### src/hdl/irdig_pkg.sv
`timescale 1ns / 1ps
// ----------------------------------------------------------------------------
// irdig_pkg
// Types, constants and the digit glyph lookup for the integer to radix digits
// converter.
// ----------------------------------------------------------------------------
package irdig_pkg;

    localparam int VALUE_BITS = 31;
    localparam int RADIX_BITS = 6;
    localparam int CHAR_BITS  = 7;
    localparam int DIGITS_MAX = VALUE_BITS;
    localparam int COUNT_BITS = $clog2(DIGITS_MAX + 1);
    localparam int BIT_BITS   = $clog2(VALUE_BITS);

    localparam logic [RADIX_BITS-1:0] RADIX_MIN = RADIX_BITS'(2);
    localparam logic [RADIX_BITS-1:0] RADIX_MAX = RADIX_BITS'(36);
    localparam logic [RADIX_BITS-1:0] DECIMAL_DIGITS = RADIX_BITS'(10);

    localparam logic [CHAR_BITS-1:0] CHAR_ZERO    = 7'h30;
    localparam logic [CHAR_BITS-1:0] CHAR_A       = 7'h41;
    localparam logic [CHAR_BITS-1:0] CHAR_ERROR   = 7'h00;

    localparam logic STATUS_OK    = 1'b0;
    localparam logic STATUS_ERROR = 1'b1;

    typedef struct packed {
        logic [VALUE_BITS-1:0] value;
        logic [RADIX_BITS-1:0] radix;
    } t_in_item;

    typedef struct packed {
        logic [CHAR_BITS-1:0] digit_char;
        logic                 status;
        logic                 last;
    } t_out_item;

    // digit value to ascii: 0-9 then A-Z
    function automatic logic [CHAR_BITS-1:0] digit_glyph(input logic [RADIX_BITS-1:0] d);
        logic [CHAR_BITS-1:0] c;
        if (d < DECIMAL_DIGITS) begin
            c = CHAR_ZERO + CHAR_BITS'(d);
        end else begin
            c = CHAR_A + CHAR_BITS'(d - DECIMAL_DIGITS);
        end
        return c;
    endfunction

endpackage

### src/hdl/integer_to_radix_digits_top.sv
`timescale 1ns / 1ps
// ----------------------------------------------------------------------------
// integer_to_radix_digits_top
// Converts a positive integer to its ASCII digits in a radix from 2 to 36,
// most significant digit first, with last on the final digit.
// ----------------------------------------------------------------------------
// One transaction is taken at a time. Each digit comes from a bit-serial
// restoring divider that produces one quotient bit per cycle; digits are
// pushed onto a shift-register stack and then popped out one per cycle while
// the output is not stalled. The input stays stalled while a transaction is
// being converted and emitted. A zero value or a radix outside 2 to 36 gives
// one error transaction (digit_char 0, status 1, last 1).
module integer_to_radix_digits_top (
    input  logic                 i_clk,
    input  logic                 i_rst_n,
    input  logic                 i_in_valid,
    output logic                 o_in_stall,
    input  irdig_pkg::t_in_item  i_in_item,
    output logic                 o_out_valid,
    input  logic                 i_out_stall,
    output irdig_pkg::t_out_item o_out_item
);

    localparam logic [1:0] S_IDLE = 2'd0;
    localparam logic [1:0] S_DIV  = 2'd1;
    localparam logic [1:0] S_EMIT = 2'd2;
    localparam logic [1:0] S_ERR  = 2'd3;

    localparam int VB = irdig_pkg::VALUE_BITS;
    localparam int RB = irdig_pkg::RADIX_BITS;
    localparam int CB = irdig_pkg::COUNT_BITS;
    localparam int BB = irdig_pkg::BIT_BITS;

    logic [1:0]             r_state, n_state;
    logic [VB-1:0]          r_quo, n_quo;
    logic [RB-1:0]          r_rem, n_rem;
    logic [RB-1:0]          r_radix, n_radix;
    logic [BB-1:0]          r_bit_cnt, n_bit_cnt;
    logic [CB-1:0]          r_count, n_count;
    logic                   r_out_valid, n_out_valid;
    irdig_pkg::t_out_item   r_out, n_out;
    logic [RB-1:0]          r_stack [0:irdig_pkg::DIGITS_MAX-1];

    logic                   in_accept;
    logic                   in_ok;
    logic                   out_free;
    logic [RB:0]            div_trial;
    logic [RB:0]            div_diff;
    logic                   div_ge;
    logic [RB-1:0]          rem_step;
    logic [VB-1:0]          quo_step;
    logic                   push;
    logic                   pop;

    assign in_accept = i_in_valid && !o_in_stall;
    assign o_in_stall = (r_state != S_IDLE);
    assign out_free  = !r_out_valid || !i_out_stall;
    assign in_ok     = (i_in_item.value != '0)
                    && (i_in_item.radix >= irdig_pkg::RADIX_MIN)
                    && (i_in_item.radix <= irdig_pkg::RADIX_MAX);

    // one restoring division step
    assign div_trial = {r_rem, r_quo[VB-1]};
    assign div_diff  = div_trial - {1'b0, r_radix};
    assign div_ge    = (div_trial >= {1'b0, r_radix});
    assign rem_step  = div_ge ? div_diff[RB-1:0] : div_trial[RB-1:0];
    assign quo_step  = {r_quo[VB-2:0], div_ge};

    assign push = (r_state == S_DIV) && (r_bit_cnt == BB'(VB - 1));
    assign pop  = (r_state == S_EMIT) && out_free;

    always_comb begin
        n_state     = r_state;
        n_quo       = r_quo;
        n_rem       = r_rem;
        n_radix     = r_radix;
        n_bit_cnt   = r_bit_cnt;
        n_count     = r_count;
        n_out_valid = r_out_valid && i_out_stall;
        n_out       = r_out;
        unique case (r_state)
            S_IDLE: begin
                if (in_accept) begin
                    n_quo     = i_in_item.value;
                    n_radix   = i_in_item.radix;
                    n_rem     = '0;
                    n_bit_cnt = '0;
                    n_count   = '0;
                    n_state   = in_ok ? S_DIV : S_ERR;
                end
            end
            S_DIV: begin
                n_quo = quo_step;
                if (push) begin
                    n_count   = r_count + CB'(1);
                    n_rem     = '0;
                    n_bit_cnt = '0;
                    if ((quo_step == '0) || (r_count == CB'(irdig_pkg::DIGITS_MAX - 1))) begin
                        n_state = S_EMIT;
                    end
                end else begin
                    n_rem     = rem_step;
                    n_bit_cnt = r_bit_cnt + BB'(1);
                end
            end
            S_EMIT: begin
                if (out_free) begin
                    n_out_valid       = 1'b1;
                    n_out.digit_char  = irdig_pkg::digit_glyph(r_stack[0]);
                    n_out.status      = irdig_pkg::STATUS_OK;
                    n_out.last        = (r_count == CB'(1));
                    n_count           = r_count - CB'(1);
                    if (r_count == CB'(1)) begin
                        n_state = S_IDLE;
                    end
                end
            end
            S_ERR: begin
                if (out_free) begin
                    n_out_valid      = 1'b1;
                    n_out.digit_char = irdig_pkg::CHAR_ERROR;
                    n_out.status     = irdig_pkg::STATUS_ERROR;
                    n_out.last       = 1'b1;
                    n_state          = S_IDLE;
                end
            end
            default: begin
                n_state = S_IDLE;
            end
        endcase
    end

    always_ff @(posedge i_clk) begin
        if (!i_rst_n) begin
            r_state     <= S_IDLE;
            r_count     <= '0;
            r_bit_cnt   <= '0;
            r_out_valid <= 1'b0;
        end else begin
            r_state     <= n_state;
            r_count     <= n_count;
            r_bit_cnt   <= n_bit_cnt;
            r_out_valid <= n_out_valid;
        end
    end

    always_ff @(posedge i_clk) begin
        r_quo   <= n_quo;
        r_rem   <= n_rem;
        r_radix <= n_radix;
        r_out   <= n_out;
    end

    // digit stack: push at the head, newest digit is the most significant
    always_ff @(posedge i_clk) begin
        if (push) begin
            r_stack[0] <= rem_step;
            for (int i = 1; i < irdig_pkg::DIGITS_MAX; i++) begin
                r_stack[i] <= r_stack[i-1];
            end
        end else if (pop) begin
            r_stack[irdig_pkg::DIGITS_MAX-1] <= r_stack[irdig_pkg::DIGITS_MAX-1];
            for (int i = 0; i < irdig_pkg::DIGITS_MAX - 1; i++) begin
                r_stack[i] <= r_stack[i+1];
            end
        end
    end

    assign o_out_valid = r_out_valid;
    assign o_out_item  = r_out;

    // error transaction is always a single final one with a zero character
    a_err_last: assert property (@(posedge i_clk) disable iff (!i_rst_n)
        o_out_valid && o_out_item.status |-> o_out_item.last
            && (o_out_item.digit_char == irdig_pkg::CHAR_ERROR))
        else $error("error transaction not final or not zero");

    // an accepted transaction blocks the input until it is done
    a_one_at_a_time: assert property (@(posedge i_clk) disable iff (!i_rst_n)
        in_accept |=> o_in_stall)
        else $error("input taken while busy");

    // the stack never overflows while dividing
    a_stack_bound: assert property (@(posedge i_clk) disable iff (!i_rst_n)
        (r_state == S_DIV) |-> (r_count < CB'(irdig_pkg::DIGITS_MAX)))
        else $error("digit count overflow");

    // emitting never starts from an empty stack
    a_emit_nonempty: assert property (@(posedge i_clk) disable iff (!i_rst_n)
        (r_state == S_EMIT) |-> (r_count != '0))
        else $error("emit with no digits");

endmodule

### config.mk
export PLATFORM = sky130hd
export DESIGN_NAME = integer_to_radix_digits_top
export DESIGN_NICKNAME = d
export VERILOG_FILES = /design/src/hdl/irdig_pkg.sv /design/src/hdl/integer_to_radix_digits_top.sv
export SDC_FILE = /design/constraint.sdc
export NUM_CORES = 1
export LEC_CHECK = 0
export ABC_AREA = 1
export ABC_CLOCK_PERIOD_IN_PS = 29900
export BUFFER_PORTS_ARGS = -buffer_cell sky130_fd_sc_hd__buf_2
export CAP_MARGIN = 40
export CELL_PAD_IN_SITES_DETAIL_PLACEMENT = 0
export CELL_PAD_IN_SITES_GLOBAL_PLACEMENT = 1
export CORE_UTILIZATION = 52
export DETAILED_ROUTE_END_ITERATION = 10
export PLACE_DENSITY_LB_ADDON = 0.1
export SLEW_MARGIN = 20
export SYNTH_ARGS = -nofsm -noshare
export SYNTH_HDL_FRONTEND = slang
export SYNTH_SLANG_ARGS = --single-unit
### constraint.sdc
create_clock -name i_clk -period 29.9 [get_ports i_clk]
set_input_delay 2.99 -clock i_clk [delete_from_list [all_inputs] [get_ports i_clk]]
set_output_delay 2.99 -clock i_clk [all_outputs]
set_load 0.005 [all_outputs]
==> implementation parameters <==
Parameter                              Value

Run status
  Status    complete, no violations

Placed design
  Number of buffer cells added on primary ports    51
  Final weighted congestion of routability-driven global placement    0.748
  Placed inst area    11800 um^2
  DP Wirelength    12900 um

Timing
  Final Skew    0.0141 ns
  Worst-margin pin slew    1.16 ns
  Max Clk Rate    224 MHz
  Setup Viol. Count Final    0
  Minimum period implied by the final worst setup slack    4.47 ns
  Final Hold Fails    0
  Final worst path period share    14.9%
  Sum of negative setup slack    0 ns
  Remaining max-slew budget at the tightest pin    22.6%
  Setup repair after global routing missed its margin    false
  Count of final max-slew check failures    0

Min path
  Worst min path class    reg2reg

Layout
  Synthesis-to-finish area growth    12.2%
  Fraction of layout cells with a size suffix above 1    9.70%
  Antenna Cells    0
  Post-route cell area    12800 um^2
  Final core utilization    60.3%
  Net count of the finished layout    1246
  Total of fill cells in the finished design    1821

Detailed routing
  Total number of vias    7483
  DR WL/cell    14.0 um
  Detail Route Antenna Nets    0
  First-pass iteration count of the detailed router    5
  Final routed wirelength across all metal layers    20700 um
  Number of vias per cell    5.05
  Initial drt markers    547
  Post-detailed-route DRC marker count    0

Synth
  Seq/Total Area, Yosys    64.8%
  Total nets after synthesis    1203
  Fraction of synthesized cell area taken by the top area cell type    62.5%
  Count of distinct cell types in the synthesized netlist    36
  Cell types with the largest area share after synthesis    sky130_fd_sc_hd__edfxtp_1 (63%), sky130_fd_sc_hd__nand2_1 (13%), sky130_fd_sc_hd__o21ai_0 (5.6%)
  Post-synthesis cell count    1142
  Post-synthesis cell type with the largest combined area    sky130_fd_sc_hd__edfxtp_1
  Synth warn    0
  Post-synthesis sequential element count    251
  Synthesized area per cell    10.0 um^2
  Netlist area before placement    11400 um^2

Floorplanning
  Core Footprint    21300 um^2
  Initial Util    53.7%
  Die H    150 um
  Horizontal die dimension    150 um
  Site row count    53
  Die Area    22600 um^2
  Ports placed on the boundary    52

Critical path
  WP data required    26.91 ns
  Crit Path Category    reg2out
  Kind of end point of the critical path    primary output
  Arrival time worst endpoint    1.48 ns
  Worst Setup Start Kind    register
  Crit Path Max Fanout    4

Power and ir drop
  Power density relative to cell area    99.4 nW/um^2
  IR Drop Worst-Case VDD    0.0000562 V
  Overall Power    0.00128 W
  Total leakage power    5.24 nW

Clock tree
  Number of CTS-inserted buffers    28
  Skew-Pair Late Insertion Delay    0.54 ns
  Buffers inserted during post-CTS setup optimization    0
  Number of buffers inserted by hold repair at cts    0
  Buffer cell driving the clock tree root    sky130_fd_sc_hd__clkbuf_16
  TritonCTS clock tree    yes
  Clock-pin slew on the worst setup and hold paths    0.06 ns
  Maximum count of clock buffers along a single path    3
  Count of H-tree levels built during CTS    1
  Number of gates resized after cts    0
  Clock tree sinks    251

Global route
  Via count of the first global-routing pass    7083
  Maximum number of pins on one net before global-route repair    181
  Met1 track demand over resource    27.7%
  GR Layer Usage met2    29.8%
  Initial antenna violation count    0
  Met3 capacity usage during global routing    2.76%
  First-pass GRT wire length    34500 um
  Routing layer with the top usage in global route    met2
  Total grt overflow    0
  Overall Global Routing Usage    19.0%

Run
  Reported max-cap violation count    0
[power by group]
group          switching (W)  internal, W  leakage, nW
Clock               0.000138     0.000211        0.464
Combinational       0.000234    0.0000999         2.46
Sequential         0.0000452     0.000548         2.32
Total               0.000417     0.000858         5.24
[cells in the mapped netlist (all sizes together)]
cell	instances
clkinv	1
fa	1
inv	119
nand2	395
o211ai	2
or2	3
o22ai	1
nand3	16
o21ai	177
buf	32
dfxtp	13
nor2	71
nand3b	1
edfxtp	238
xnor2	3
a211oi	1
a41oi	1
and2	1
ha	19
a21oi	19
xor2	7
clkbuf	16
nand4	1
o21a	1
nor3	3
[cell type report]
cell class | instances | area, um^2 | area share [%]
Timing Repair Buffer | 61 | 387 | 3.01
Clock inverter | 20 | 208 | 1.62
Inverter | 120 | 450 | 3.51
Tap cell | 275 | 344 | 2.68
Multi-Input combinational cell | 723 | 3300 | 25.7
Clock buffer | 31 | 733 | 5.72
Sequential cell | 251 | 7410 | 57.7
[cell usage in the layout, fill, tap and decap left out, types with 2 or more instances in the layout]
cell type                   instances
sky130_fd_sc_hd__xnor2_1            3
sky130_fd_sc_hd__o211ai_1           2
sky130_fd_sc_hd__clkbuf_16         29
sky130_fd_sc_hd__or2_2              2
sky130_fd_sc_hd__a21oi_1           19
sky130_fd_sc_hd__nand3_1           15
sky130_fd_sc_hd__buf_16             2
sky130_fd_sc_hd__clkinv_1           6
sky130_fd_sc_hd__o21ai_1           49
sky130_fd_sc_hd__ha_1              19
sky130_fd_sc_hd__nor2_1            68
sky130_fd_sc_hd__bufinv_16          4
sky130_fd_sc_hd__clkinv_4           2
sky130_fd_sc_hd__buf_4              6
sky130_fd_sc_hd__nand2_2            2
sky130_fd_sc_hd__edfxtp_1         238
sky130_fd_sc_hd__nor3_1             3
sky130_fd_sc_hd__inv_2              2
sky130_fd_sc_hd__xor2_1             7
sky130_fd_sc_hd__o21ai_0          126
sky130_fd_sc_hd__clkbuf_1           2
sky130_fd_sc_hd__nor2_2             2
sky130_fd_sc_hd__buf_2             51
sky130_fd_sc_hd__nand2_1          393
sky130_fd_sc_hd__dfxtp_1           13
sky130_fd_sc_hd__inv_1            117
sky130_fd_sc_hd__clkinv_2           7
[flip-flops by register name, summed over array words and instances (netlist names)]
name         count
r_count          5
r_rem            6
o_out_valid      1
o_out_item       9
r_stack        186
r_state          2
r_bit_cnt        5
r_quo           31
r_radix          6
[logic make-up (layout without fill, tap and decap cells)]
| group | Yosys count | count (layout) | synth area share, % |
|---|---|---|---|
| simple gates | 491 | 491 | 16.7 |
| flops | 251 | 251 | 64.8 |
| compound gates | 202 | 202 | 9.01 |
| buf+inv | 168 | 232 | 6.44 |
| fa+ha+maj | 20 | 20 | 2.25 |
| xor+xnor | 10 | 10 | 0.766 |
[per-stage QoR]
| stage | setup slack (ns) | std cells | hold WS [ns] |
|---|---|---|---|
| after CTS | 25.40 | 1479 | 0.454 |
| after global placement | 24.88 | 1427 | 0.432 |
| after detailed placement | 25.02 | 1428 | 0.438 |
| after global routing | 25.32 | 1481 | 0.470 |
| after floorplan | 13.16 | 1142 | 0.427 |
| final | 25.43 | 1481 | 0.450 |
[path summary, 6_finish.rpt]
kind | startpoint | end | slack [ns] | cells past startpoint
hold reg to reg | r_stack[0][179] | r_stack[0][185] | 0.45 | 0
setup reg to reg | r_state[1] | r_stack[0][18] | 26.89 | 11
hold / removal | r_stack[0][179] | r_stack[0][185] | 0.45 | 0
setup / recovery | r_state[0] | o_in_stall | 25.43 | 4
[worst max-delay path, cell delays in order (launching register included)]
cell	delay, ns
sky130_fd_sc_hd__dfxtp_1	0.37
sky130_fd_sc_hd__inv_1	0.09
sky130_fd_sc_hd__ha_1	0.26
sky130_fd_sc_hd__inv_1	0.11
sky130_fd_sc_hd__buf_2	0.12
[routing by layer]
layer	part of all wire (%)	up-vias
met5	0	-
met4	2.1	0
met3	3.8	25
met2	45	124
met1	49	3469
li1	-	3865
Note: power is estimated with default switching activity, not from simulation.
